## config.mk

```make
export PLATFORM = sky130hd
export DESIGN_NAME = skc_cell
export DESIGN_NICKNAME = d
export VERILOG_FILES = /design/src/design/skc_pkg.sv /design/src/design/skc_cell.sv
export SDC_FILE = /design/constraint.sdc
export NUM_CORES = 1
export LEC_CHECK = 0
export BUFFER_PORTS_ARGS = -buffer_cell sky130_fd_sc_hd__buf_2
export CORE_MARGIN = 10
export CORE_UTILIZATION = 46
export DETAILED_ROUTE_END_ITERATION = 7
export PLACE_DENSITY = 0.89
export SKIP_LAST_GASP = 1
export SYNTH_ARGS = -nofsm -noshare
export SYNTH_HDL_FRONTEND = slang
export SYNTH_SLANG_ARGS = --single-unit
```

## constraint.sdc

```tcl
create_clock -name clk -period 3.04 [get_ports clk]
set_input_delay 0.912 -clock clk [delete_from_list [all_inputs] [get_ports clk]]
set_output_delay 0.912 -clock clk [all_outputs]
set_load 0.01 [all_outputs]
```

## src/design/skc_pkg.sv

```systemverilog
`timescale 1ns / 1ps
package skc_pkg;

  // Default sizes of the tables.
  localparam int DEF_MAX_ROWS    = 1024;
  localparam int DEF_MAX_COLUMNS = 16;

  // Fixed field widths.
  localparam int KEY_W     = 32;
  localparam int PROP_W    = 16;
  localparam int POS_W     = 16;
  localparam int ROW_OUT_W = 10;
  localparam int CCOUNT_W  = 5;
  localparam int COL_IN_W  = 4;
  localparam int COL_IDX_W = 8;

  localparam logic [POS_W-1:0] NO_VALUE = '1;
  localparam logic [CCOUNT_W-1:0] CCOUNT_RESET = 5'd16;

  // Request codes.
  localparam logic [2:0] REQ_CLEAR  = 3'd0;
  localparam logic [2:0] REQ_INSERT = 3'd1;
  localparam logic [2:0] REQ_BIND   = 3'd2;
  localparam logic [2:0] REQ_RECORD = 3'd3;
  localparam logic [2:0] REQ_LOOKUP = 3'd4;

  // Status codes.
  localparam logic [2:0] ST_OK        = 3'd0;
  localparam logic [2:0] ST_IGNORED   = 3'd1;
  localparam logic [2:0] ST_NOT_FOUND = 3'd2;
  localparam logic [2:0] ST_FULL      = 3'd3;
  localparam logic [2:0] ST_BAD_COL   = 3'd4;
  localparam logic [2:0] ST_LOCKED    = 3'd5;
  localparam logic [2:0] ST_POS_LARGE = 3'd6;

  // Link between neighboring column cells: lowest matching column so far.
  typedef struct packed {
    logic                 found;
    logic [COL_IDX_W-1:0] idx;
  } link_t;

endpackage

```

## src/design/skc_cell.sv

```systemverilog
`timescale 1ns / 1ps
module skc_cell import skc_pkg::*; #(
  parameter int IDX = 0
) (
  input  logic                     clk,
  input  logic                     rst_n,
  input  logic                     bind_we,
  input  logic [PROP_W-1:0]        bind_prop,
  input  logic [PROP_W-1:0]        query_prop,
  input  logic                     in_use,
  input  link_t                    link_in,
  output link_t                    link_r
);

  logic [PROP_W-1:0] prop_r;
  logic              bound_r;
  logic              match;
  link_t             link_nxt;

  // A lower column that already matched wins; otherwise this one may.
  assign match = bound_r && in_use && (prop_r == query_prop);

  always_comb begin
    link_nxt = link_in;
    if (!link_in.found && match) begin
      link_nxt.found = 1'b1;
      link_nxt.idx   = COL_IDX_W'(IDX);
    end
  end

  always_ff @(posedge clk) begin
    if (!rst_n) begin
      bound_r <= 1'b0;
      link_r  <= '0;
    end else begin
      link_r <= link_nxt;
      if (bind_we) begin
        bound_r <= 1'b1;
      end
    end
  end

  // The bound property needs no reset; the bound bit guards it.
  always_ff @(posedge clk) begin
    if (bind_we) begin
      prop_r <= bind_prop;
    end
  end

endmodule

```

# Word level (Yosys, flattened, before mapping)
# Index checks and enable logic that the tools add are counted.
# op_classes
n_bitwise	1
eq_ne	1
reduce_logical	5
mux	1
# op_table
cell	n
$eq 16x16->1	1
$mux 9	1
$logic_and 1x1->1	3
$reduce_or 2->1	1
$logic_not 1->1	1
$not 1->1	1
# totals
regBits	26
input_bits	45
out_inout_bits	9
elab_cells	12

# Depth between registers and ports, before layout
# logic_depth
depth_word	4
mapped_depth	4

# Worst setup path after synthesis
# Ideal clock, no wire load.
# synth_path
path_type	input-to-reg
from	in query_prop[6]
to	reg link_r[0] (netlist name)
arrival_time_ps	1622
setup_ps	132
stages	4
n_path_buf	0
path_slack_ps	1286
path_cell_list	xnor2_1 nand4_1 nor3_2 a21oi_1
# synth_via
elab_chain_len	4
# synth_lines
element	line_no	source
from (decl)	skc_cell.sv:9	input logic [PROP_W-1:0] query_prop,
$eq 16x16->1	skc_cell.sv:21	assign match = bound_r && in_use && (prop_r == query_prop);
$logic_and 1x1->1	skc_cell.sv:21	
$logic_and 1x1->1	skc_cell.sv:25	if (!link_in.found && match) begin
$reduce_or 2->1 (no line)	n/a	
to (signal assigned)	skc_cell.sv:36	link_r <= link_nxt;
to (decl)	skc_cell.sv:12	output link_t link_r
# No other way between the ends.
# A chain may end at the register's enable or synchronous reset.

# Worst setup path in the final report
# layout_path
from	in query_prop[1]
to	reg link_r[0] (netlist name)
# The elaborated chain is that of the path after synthesis.

==> results.json <==
{
  "status": "complete, no violations",
  "numCtsBuffers": 3,
  "stdcell_area_um2": 1329,
  "synthAdderAreaFrac_pct": 0,
  "regArea_um2": 680.7,
  "drt-initial-drc-count": 27,
  "maxCapViolations": 0,
  "crit_path_max_fanout": 8,
  "synth_xor_area_share_pct": 14.29,
  "multiInputGateArea_um2": 296.5,
  "cts_tree": "built",
  "num_antenna_cells": 0,
  "grt_pass1_vias": 781,
  "synth_top_family_by_area": "XOR/XNOR gates",
  "cts-resized-gates": 0,
  "fin_skew_ps": 5.714,
  "via_per_inst": 4.654,
  "final_cell_mix": "buf_2 (53), xnor2_1 (16), edfxtp_1 (16), dfxtp_1 (10)",
  "nets": 172,
  "syn_area_um2": 980.9,
  "cts_setup_buffers": 0,
  "setup_violations": 0,
  "hpwl_mm": 1.978,
  "leakagePower_nw": 0.5781,
  "coreArea_um2": 2002,
  "syn_inst": 70,
  "htreeDepth": 1,
  "layout-drive-gt1-share_pct": 47.62,
  "setup-tns-final_ps": 0,
  "synth_top_cell_by_area": "edfxtp_1",
  "crit_type": "primary input to flip-flop",
  "p_total_mw": 0.7280,
  "syn_to_final_growth_pct": 35.46,
  "clk_pin_slew_worst_paths_ps": 140,
  "syn-num-nets": 115,
  "cts_sinks": 26,
  "avgSynthCellArea_um2": 14.01,
  "crit_arrival_ps": 1900,
  "crit_path_end_kind": "flip-flop",
  "die-area_um2": 4380,
  "fp.dieW_um": 66.18,
  "synth_top_area_share_pct": 48.98,
  "max_freq_mhz": 585.9,
  "cts-root-buf": "clkbuf_4",
  "drv_slew": 0,
  "ys_warn_count": 0,
  "antenna_found_initial": 0,
  "drc": 0,
  "finalHoldViolCount": 0,
  "power.density_nw_per_um2": 547.9,
  "grt_usage_pct": 10.41,
  "place.gp.congestion": 0.8277,
  "ys_types": 15,
  "fillers": 168,
  "dpl_cell_area_um2": 1276,
  "hp-class": "flip-flop to flip-flop",
  "final_common_cell": "buf_2",
  "max_slew_margin_pct": 68.99,
  "rows": 16,
  "tightestPinTransition_ps": 462.6,
  "seq_area_frac_synth_pct": 69.39,
  "ios": 54,
  "grt_pass1_wl_mm": 3.429,
  "initial_core_util_pct": 49.00,
  "drt_wl_total_mm": 2.366,
  "critPathRequiredTime_ps": 3240,
  "min_period_ps": 1707,
  "ys_ff_latch": 26,
  "first_pass_iters": 4,
  "portBuffers": 53,
  "cts.path.max_buffers": 2,
  "die_h_um": 66.18,
  "synth-simple-area-share_pct": 10.20,
  "globalRouteOverflowTotal": 0,
  "synth_compound_area_share_pct": 5.740,
  "wl_per_cell_um": 15.46,
  "ant_nets": 0,
  "whs_ps": 504.6,
  "grt_start_max_net_pins": 18,
  "vias": 712,
  "muxShareOfSynthArea_pct": 0,
  "rsz0062_at_grt": "no",
  "insertion_delay_ps": 320,
  "cts_hold_buf": 0,
  "post-route-period-util_pct": 56.15,
  "synth.area.top_cells": "edfxtp_1 (49%), dfxtp_1 (20%), xnor2_1 (14%)",
  "cp-start-kind": "primary input",
  "ir_drop_v": 0.0003219
}
cells in the mapped netlist:
cell / count
edfxtp_1: 16
and2_1: 1
xnor2_1: 16
o21a_1: 1
a31o_1: 1
nor3_2: 1
nor2_1: 1
nand3_2: 1
nand4_1: 3
clkbuf_1: 1
nand3_1: 1
nand2_1: 8
dfxtp_1: 10
a21oi_1: 8
nor3_4: 1
final timing paths:
check	from	endpoint	slack, ps	cells after the start
max reg2reg	prop_r[1]	link_r[0]	1600	4
min reg2reg	bound_r	bound_r	500	1
max	query_prop[1]	link_r[0]	1330	5
min	bound_r	bound_r	500	1
layout make-up:
| class | count | area share, % |
|---|---|---|
| tap | 27 | 2.542 |
| clock inverter | 1 | 2.260 |
| sequential | 26 | 51.22 |
| clock buffer | 3 | 1.695 |
| timing repair buffer | 53 | 19.96 |
| multi-input combinational | 43 | 22.32 |
worst max-delay path, cell delays in order:
cell     delay, ps
buf_2          100
xnor2_1        150
nand4_1        150
nor3_2         430
a21oi_1        150
sequential cells by signal (all words and copies together), names as in the netlist:
register  cells
link_r        9
bound_r       1
prop_r       16
stage by stage:
stage	worst slack, ps	std cells	util (%)
global placement	1060	149	63.75
finish	1333	153	66.38
detailed placement	957.2	149	63.75
CTS	1308	153	66.38
global route	1257	153	66.38
floorplan	1286	70	-
per-layer routing:
layer	share of wire, %	wire length [um]	global-route usage [%]	vias up
li1	-	-	-	358
met1	39	919	10.46	316
met2	52	1221	18.18	36
met3	8.9	210	4.237	2
met4	0.59	14	4.974	0
met5	0	0	0	-
power breakdown:
part	internal [mW]	leakage, nW	switching, mW	total [mW]
Combinational	0.0464	0.310	0.0360	0.0825
Sequential	0.401	0.240	0.0100	0.411
Clock	0.133	0.0279	0.102	0.235
cells by family after synthesis:
family                 Yosys count
flip-flops                      26
AND/OR/NAND/NOR                 17
XOR/XNOR                        16
AO/OA/AOI/OAI                   10
buffers and inverters            1
(Power assumes the default switching activity.)
