File: src/design/skc_ram.sv
`timescale 1ns / 1ps
module skc_ram #(
  parameter int WIDTH = 16,
  parameter int DEPTH = 16
) (
  input  logic                                    clk,
  input  logic                                    we,
  input  logic [(DEPTH > 1 ? $clog2(DEPTH) : 1)-1:0] waddr,
  input  logic [WIDTH-1:0]                        wdata,
  input  logic [(DEPTH > 1 ? $clog2(DEPTH) : 1)-1:0] raddr,
  output logic [WIDTH-1:0]                        rdata_r
);

  logic [WIDTH-1:0] mem [DEPTH];

  // One write port, one registered read port.
  always_ff @(posedge clk) begin
    if (we) begin
      mem[waddr] <= wdata;
    end
    rdata_r <= mem[raddr];
  end

endmodule

File: config.mk
export PLATFORM = sky130hd
export DESIGN_NAME = skc_ram
export DESIGN_NICKNAME = d
export VERILOG_FILES = /design/src/design/skc_ram.sv
export SDC_FILE = /design/constraint.sdc
export NUM_CORES = 1
export LEC_CHECK = 0
export BUFFER_PORTS_ARGS = -buffer_cell sky130_fd_sc_hd__buf_4
export CAP_MARGIN = 10
export CORE_MARGIN = 4
export CORE_UTILIZATION = 35
export CTS_BUF_LIST = sky130_fd_sc_hd__clkbuf_8
export DETAILED_ROUTE_END_ITERATION = 10
export PLACE_DENSITY_LB_ADDON = 0.05
export SYNTH_ARGS = -nofsm -noshare
export SYNTH_HDL_FRONTEND = slang
export SYNTH_SLANG_ARGS = --single-unit
File: constraint.sdc
create_clock -name clk -period 2.85 [get_ports clk]
set_input_delay 0.285 -clock clk [delete_from_list [all_inputs] [get_ports clk]]
set_output_delay 0.285 -clock clk [all_outputs]
set_load 0.01 [all_outputs]
Word-level counts from Yosys, hierarchy flattened
Memories as Yosys holds them, arrays and structs flattened. A register that Yosys moved wholly into a read port is not among the register bits.
Index checks and enable logic that the tools add are counted.
{"block": "totals", "mem_bits_rw": 256, "memories": 1, "in_bits": 26, "ff_bits": 0}
{"block": "classes", "mux": 2}
{"name": "mem", "depth": 16, "word_bits": 16, "read_ports": 1, "rd_clocked_by_memory_dff": 1, "write_ports": 1, "line_no": "14", "source": "logic [WIDTH-1:0] mem [DEPTH];"}
{"operator": "$mux W1", "n": 2}

Longest topological paths before layout
Gate-level depths: netlist (run 1).
{"block": "logic_depth", "ltp_word": 2, "depth_mapped": 5}

Least setup slack after synthesis (run 1)
Ideal clock, no wire load.
{"block": "synth_path", "path_kind": "input-to-reg", "startpoint": "input port waddr[2] in the netlist's numbering", "endpoint": "memory mem[0][0], enable pin", "slack_ns": 0.510, "stages": 2, "arrival_time_ns": 1.931, "path_buffers": 0, "cell_sequence": "or3b_2 > nor3_1"}
{"item": "from (decl)", "line_no": "8", "source": "input logic [(DEPTH > 1 ? $clog2(DEPTH) : 1)-1:0] waddr,"}
{"item": "to (decl)", "line_no": "14"}
Straight into the memory's write port.

==> flow_metrics.env, run 1 <==
export IMPL_die_h_um=177
export IMPL_die_w_um=177
export IMPL_nNetsFinal=556
export IMPL_htree_levels=2
export IMPL_start_util_pct=35.9
export IMPL_antenna_cells=0
export IMPL_post_cts_resized=0
export IMPL_clock_path_buffers=3
export IMPL_grt_pass1_wl_mm=35.4
export IMPL_syn_area_um2=10000
export IMPL_die_area_um2=31500
export IMPL_post_route_util_pct=42.6
export IMPL_critPathKind="flop to flop"
export IMPL_core_area_um2=28000
export IMPL_rsz0062_at_grt="no"
export IMPL_antenna_found_initial=0
export IMPL_root_buffer="clkbuf_8"
export IMPL_tightestPinTransition_ns=0.772
export IMPL_firstDrtPassIters=4
export IMPL_slew_headroom_pct=48.5
export IMPL_setup_violations_final=0
export IMPL_max_freq_mhz=724
export IMPL_post_cts_buffers=0
export IMPL_status="complete, no violations"
export IMPL_crit_path_end_kind="flop"
export IMPL_cts_sinks=272
export IMPL_placed_area_um2=11100
export IMPL_stdcell_count=944
export IMPL_leakage_nw=3.98
export IMPL_postRouteAntennaNets=0
export IMPL_ys_types=19
export IMPL_drive_above_1_share_pct=35.7
export IMPL_ys_warn_count=0
export IMPL_placedCellCount=859
export IMPL_first_global_vias=5244
export IMPL_cts_tree="yes"
export IMPL_fin_area_um2=11900
export IMPL_wire_per_inst_um=25.6
export IMPL_fin_tns_setup_ns=0
export IMPL_drc=0
export IMPL_via_count=4764
export IMPL_ys_seq_area_share_pct=79.7
export IMPL_rrSetupSlack_ns=1.47
export IMPL_grt_use_total_pct=15.7
export IMPL_row_count=61
export IMPL_synth_fp_nets=458
export IMPL_ir_drop_uv=254
export IMPL_ys_ff_latch=272
export IMPL_nFillCells=2461
export IMPL_grt_max_degree=29
export IMPL_arrival_ns=1.77
export IMPL_cp_start_kind="flop"
export IMPL_clock_skew_final_ns=0.0124
export IMPL_pin_count=42
export IMPL_path_clk_slew_ns=0.06
export IMPL_hold_depth=1
export IMPL_numCtsBuffers=47
export IMPL_whs_ns=0.0496
export IMPL_maxCapViolCount=0
export IMPL_io_buffers=41
export IMPL_hold_viol_final=0
export IMPL_cts_hold_buffers=0
export IMPL_min_period_over_period_pct=48.5
export IMPL_power_density_nw_per_um2=685
export IMPL_critPathRequiredTime_ns=3.24
export IMPL_post_synth_cell_area_avg_um2=23.2
export IMPL_dp_hpwl_mm=13.2
export IMPL_synthCells=432
export IMPL_min_period_ns=1.38
export IMPL_overflow=0
export IMPL_final_max_slew_viol_count=0
export IMPL_hold_path_class="input pin to flop"
export IMPL_dr_first_iter_drc_count=273
export IMPL_worstPathMaxFanout=1
export IMPL_r2r_cells=3
export IMPL_via_per_inst=5.05
export IMPL_syn2layout_area_growth_pct=18.8
export IMPL_clkLatencyLatePin_ns=0.54
export IMPL_wl_mm=24.2
export IMPL_gp_congestion=0.700
synthesized netlist by cell type (all sizes together):
| master | number | share of area (%) |
|---|---|---|
| mux4 | 64 | 15 |
| nand2 | 17 | 0.64 |
| nand3 | 1 | 0.050 |
| nand2b | 2 | 0.12 |
| dfxtp | 16 | 3.2 |
| nor3 | 4 | 0.20 |
| edfxtp | 256 | 77 |
| clkbuf | 8 | 0.30 |
| nor2 | 13 | 0.49 |
| nor2b | 2 | 0.12 |
| a22oi | 32 | 2.4 |
| nand3b | 2 | 0.15 |
| and2 | 1 | 0.062 |
| buf | 13 | 0.93 |
| or3b | 1 | 0.087 |
logic make-up (layout without fill, tap and decap cells):
group,count (synthesis),in the layout,synth area share [%]
AOI/OAI and AO/OA,32,32,2.39
and+or+nand+nor,43,43,1.92
buffers and inverters,21,155,1.23
DFF,272,272,79.7
muxes,64,64,14.7
cell usage in the layout, fill, tap and decap left out, drive strengths merged:
cell type and count:
inv 22, a22oi 32, mux4 64, nand3b 2, nor2b 2, and2 1, nand2b 2, clkbuf 56
or3b 1, dfxtp 16, nand3 1, clkinv 7, nor2 13, nor3 4, nand2 17, buf 70
edfxtp 256
where the power goes:
group          switching [mW]  internal [mW]
combinational           0.252          0.198
clock                    1.46           1.77
sequential             0.0241           4.47
total                    1.74           6.44
path summary, 6_finish.rpt:
| check | startpoint | endpoint |
|---|---|---|
| hold / removal | wdata[12] | mem[10][12] |
| hold reg to reg | mem[15][11] | rdata_r[11] |
| setup / recovery | mem[0][7] | rdata_r[7] |
| setup reg to reg | mem[0][7] | rdata_r[7] |
per-layer routing:
metal  global-route usage [%]  vias up  wire length [um]
li1                         -     2041                 -
met3                     3.20       35              1180
met5                        0        -                 0
met4                     3.90        0               361
met2                     25.1      118             11600
met1                     22.5     2570             11100
through the flow:
stage          total power, mW  setup slack, ns
3_3_place_gp              5.04            0.907
2_1_floorplan             4.81            0.510
5_1_grt                   8.54             1.38
6_report                  8.18             1.47
4_1_cts                   8.32             1.42
3_5_place_dp              5.04            0.905
critical path, cell delays in order, from the launching register on:
cell	delay [ns]
edfxtp_1	0.36
mux4_1	0.49
a22oi_1	0.23
nand2_1	0.15
state kept, by name, indices dropped and copies added, names as in the netlist:
signal and flops:
rdata_r 16, mem 256
layout make-up:
cell class                 count  area, um^2  share of cell area [%]
tap                          378         473                    3.96
clock buffer                  56         771                    6.46
multi-input combinational    139        1970                    16.5
timing repair buffer          70         601                    5.03
clock inverter                29         111                   0.933
sequential                   272        8010                    67.1
(Power assumes the default switching activity.)
==> inputs of run 2 (changes only) <==
Settings changed: ABC_AREA from default to 1.
Clock period 2.85 ns to 1.1 ns, I/O delays scaled along.
==> flow_metrics.env, run 2 <==
export IMPL_max_stage_delay_ns=0.36
export IMPL_synth_top_area_cell="edfxtp_1"
export IMPL_cp_start_kind="flop"
export IMPL_die_w_um=188
export IMPL_grt_use_total_pct=17.3
export IMPL_dr_first_iter_drc_count=401
export IMPL_pin_count=42
export IMPL_postRouteAntennaNets=0
export IMPL_syn_area_um2=11400
export IMPL_post_route_util_pct=44.8
export IMPL_r2r_end="rdata_r[5]"
export IMPL_grt_max_degree=48
export IMPL_synth_fp_nets=1100
export IMPL_failed_checks="setup timing"
export IMPL_antenna_found_initial=0
export IMPL_cts_sinks=272
export IMPL_slowest_stage="dfxtp_4"
export IMPL_maxCapViolCount=0
export IMPL_rrSetupSlack_ns=0.07
export IMPL_io_buffers=41
export IMPL_overflow=0
export IMPL_start_util_pct=35.8
export IMPL_largest_reg_flops=256
export IMPL_first_global_vias=7484
export IMPL_post_cts_buffers=0
export IMPL_top_register="mem"
export IMPL_path_clk_slew_ns=0.06
export IMPL_drc=0
export IMPL_status="complete, but fails checks"
export IMPL_power_mw=23.2
export IMPL_syn2layout_area_growth_pct=25.1
export IMPL_ys_types=13
export IMPL_crit_path_cell_trace="buf_6"
export IMPL_final_max_slew_viol_count=0
export IMPL_min_period_over_period_pct=106
export IMPL_row_count=65
export IMPL_synthFlopType="edfxtp_1"
export IMPL_cp_num_cells=1
export IMPL_crit_path_end_kind="output pin"
export IMPL_via_per_inst=4.50
export IMPL_slew_headroom_pct=67.8
export IMPL_numCtsBuffers=51
export IMPL_power_density_nw_per_um2=1630
export IMPL_ir_drop_uv=756
export IMPL_pre_cts_ws_ns=-0.272
export IMPL_core_area_um2=31800
export IMPL_wire_per_inst_um=18.2
export IMPL_arrival_ns=1.05
export IMPL_final_cell_mix="nand2_1, edfxtp_1, inv_1"
export IMPL_gp_congestion=0.767
export IMPL_rsz0062_at_grt="yes"
export IMPL_nNetsFinal=1237
export IMPL_min_period_ns=1.16
export IMPL_post_route_worst_setup_slack_ns=-0.0610
export IMPL_synthCells=1074
export IMPL_firstDrtPassIters=5
export IMPL_netlist_top_cells_count="nand2_1, edfxtp_1, inv_1"
export IMPL_antenna_cells=0
export IMPL_critPathTopFamily="flip-flops"
export IMPL_hold_path_class="input pin to flop"
export IMPL_worstPathMaxFanout=1
export IMPL_yosys_area_top_type_share_pct=67.5
export IMPL_setup_violations_final=6
export IMPL_critPathRequiredTime_ns=0.99
export IMPL_async_flop_share_pct=0
export IMPL_synth_edf_count=256
export IMPL_clock_path_buffers=3
export IMPL_reg_largest_list="mem (256), rdata_r (16)"
export IMPL_max_freq_mhz=861
export IMPL_via_count=7595
export IMPL_die_area_um2=35500
export IMPL_crit_buf_inv=1
export IMPL_root_buffer="clkbuf_8"
export IMPL_clkLatencyLatePin_ns=0.57
export IMPL_synthTopCellsByArea="edfxtp_1, nand2_1, nand3_1"
export IMPL_whs_ns=0.0984
export IMPL_post_synth_cell_area_avg_um2=10.6
export IMPL_clock_skew_final_ns=0.0229
export IMPL_rr_startpoint="mem[1][5]"
export IMPL_dp_hpwl_mm=19.1
export IMPL_drive_above_1_share_pct=18.2
export IMPL_fin_area_um2=14200
export IMPL_tightestPinTransition_ns=0.483
export IMPL_critPathKind="flop to output pin"
export IMPL_crit_start="rdata_r[4]"
export IMPL_die_h_um=188
export IMPL_placedCellCount=1576
export IMPL_grt_pass1_wl_mm=46.7
export IMPL_yosysMostFrequentCell="nand2_1"
export IMPL_htree_levels=2
export IMPL_stdcell_count=1688
export IMPL_wl_mm=30.6
export IMPL_r2r_cells=6
export IMPL_ys_seq_area_share_pct=70.4
export IMPL_placed_area_um2=12900
export IMPL_ys_ff_latch=272
export IMPL_fin_tns_setup_ns=-0.173
export IMPL_endpoint="rdata_r[4]"
export IMPL_leakage_nw=6.15
export IMPL_mostFrequentLayoutCell="nand2_1"
export IMPL_hold_viol_final=0
export IMPL_cts_tree="yes"
export IMPL_ys_warn_count=0
## run 2: changes by cell type in the layout (fill, tap and decap cells not counted), moves of 17 or more
| cell | before | now |
|---|---|---|
| a22oi_1 | 32 | 0 |
| buf_12 | 6 | 28 |
| dlygate4sd3_1 | 0 | 17 |
| inv_1 | 22 | 215 |
| mux4_2 | 54 | 0 |
| nand2_1 | 17 | 341 |
| nand3_1 | 1 | 187 |
## run 2: cell type report
cell class | instances | area, um^2
sequential | 272 | 8030
clock inverter | 34 | 200
timing repair buffer | 135 | 1470
clock buffer | 61 | 840
tap | 435 | 544
inverter | 198 | 746
multi-input combinational | 553 | 2400
fill | 3045 | 17600
## run 2: how the worst min path moves through the flow
| stage | cells past startpoint | slack [ns] | startpoint | to |
|---|---|---|---|---|
| final | 5 | 0.1 | raddr[2] | rdata_r[9] |
| after global routing | 5 | 0.07 | raddr[2] | rdata_r[9] |
| after CTS | 5 | 0.03 | raddr[2] | rdata_r[8] |
| after detailed placement | 1 | 0.44 | wdata[7] | mem[15][7] |
| after global placement | 1 | 0.44 | wdata[6] | mem[3][6] |
| after floorplan | 0 | 0.21 | wdata[0] | mem[0][0] |
## run 2: kinds of logic (layout without fill, tap and decap cells)
kind of cell  after synthesis  in the layout  share of synthesized area [%]
simple gates              553            553                           20.4
flops                     272            272                           70.4
buf+inv                   249            428                           9.21
## run 2: where the power goes
part           switching (mW)  internal [mW]  total, mW
registers              0.0867           11.6       11.7
clock network            4.24           5.49       9.73
logic                    1.10          0.710       1.81
## run 2: repair_timing
action | in CTS | in global routing
gates resized for setup | 31 | 9
endpoints found under the setup margin | 17 | 20
hold buffers | 17 | 0
hold endpoints to repair | 263 | 0
pin swaps | 0 | 1
gates cloned | 0 | 0
## run 2: worst register-to-register path, delay by kind of cell (launching register included)
| kind | cells | cell delay [ns] |
|---|---|---|
| and+or+nand+nor | 5 | 0.48 |
| DFF | 1 | 0.36 |
| buffers and inverters | 1 | 0.07 |
## run 2: routing by layer
metal	wire [um]	vias to the layer above	track usage (%)	share of wire, %
li1	-	3756	-	-
met1	15400	3640	25.9	50
met2	13500	143	26.4	44
met3	1130	56	2.80	3.7
met4	646	0	4.60	2.1
met5	0	-	0	0
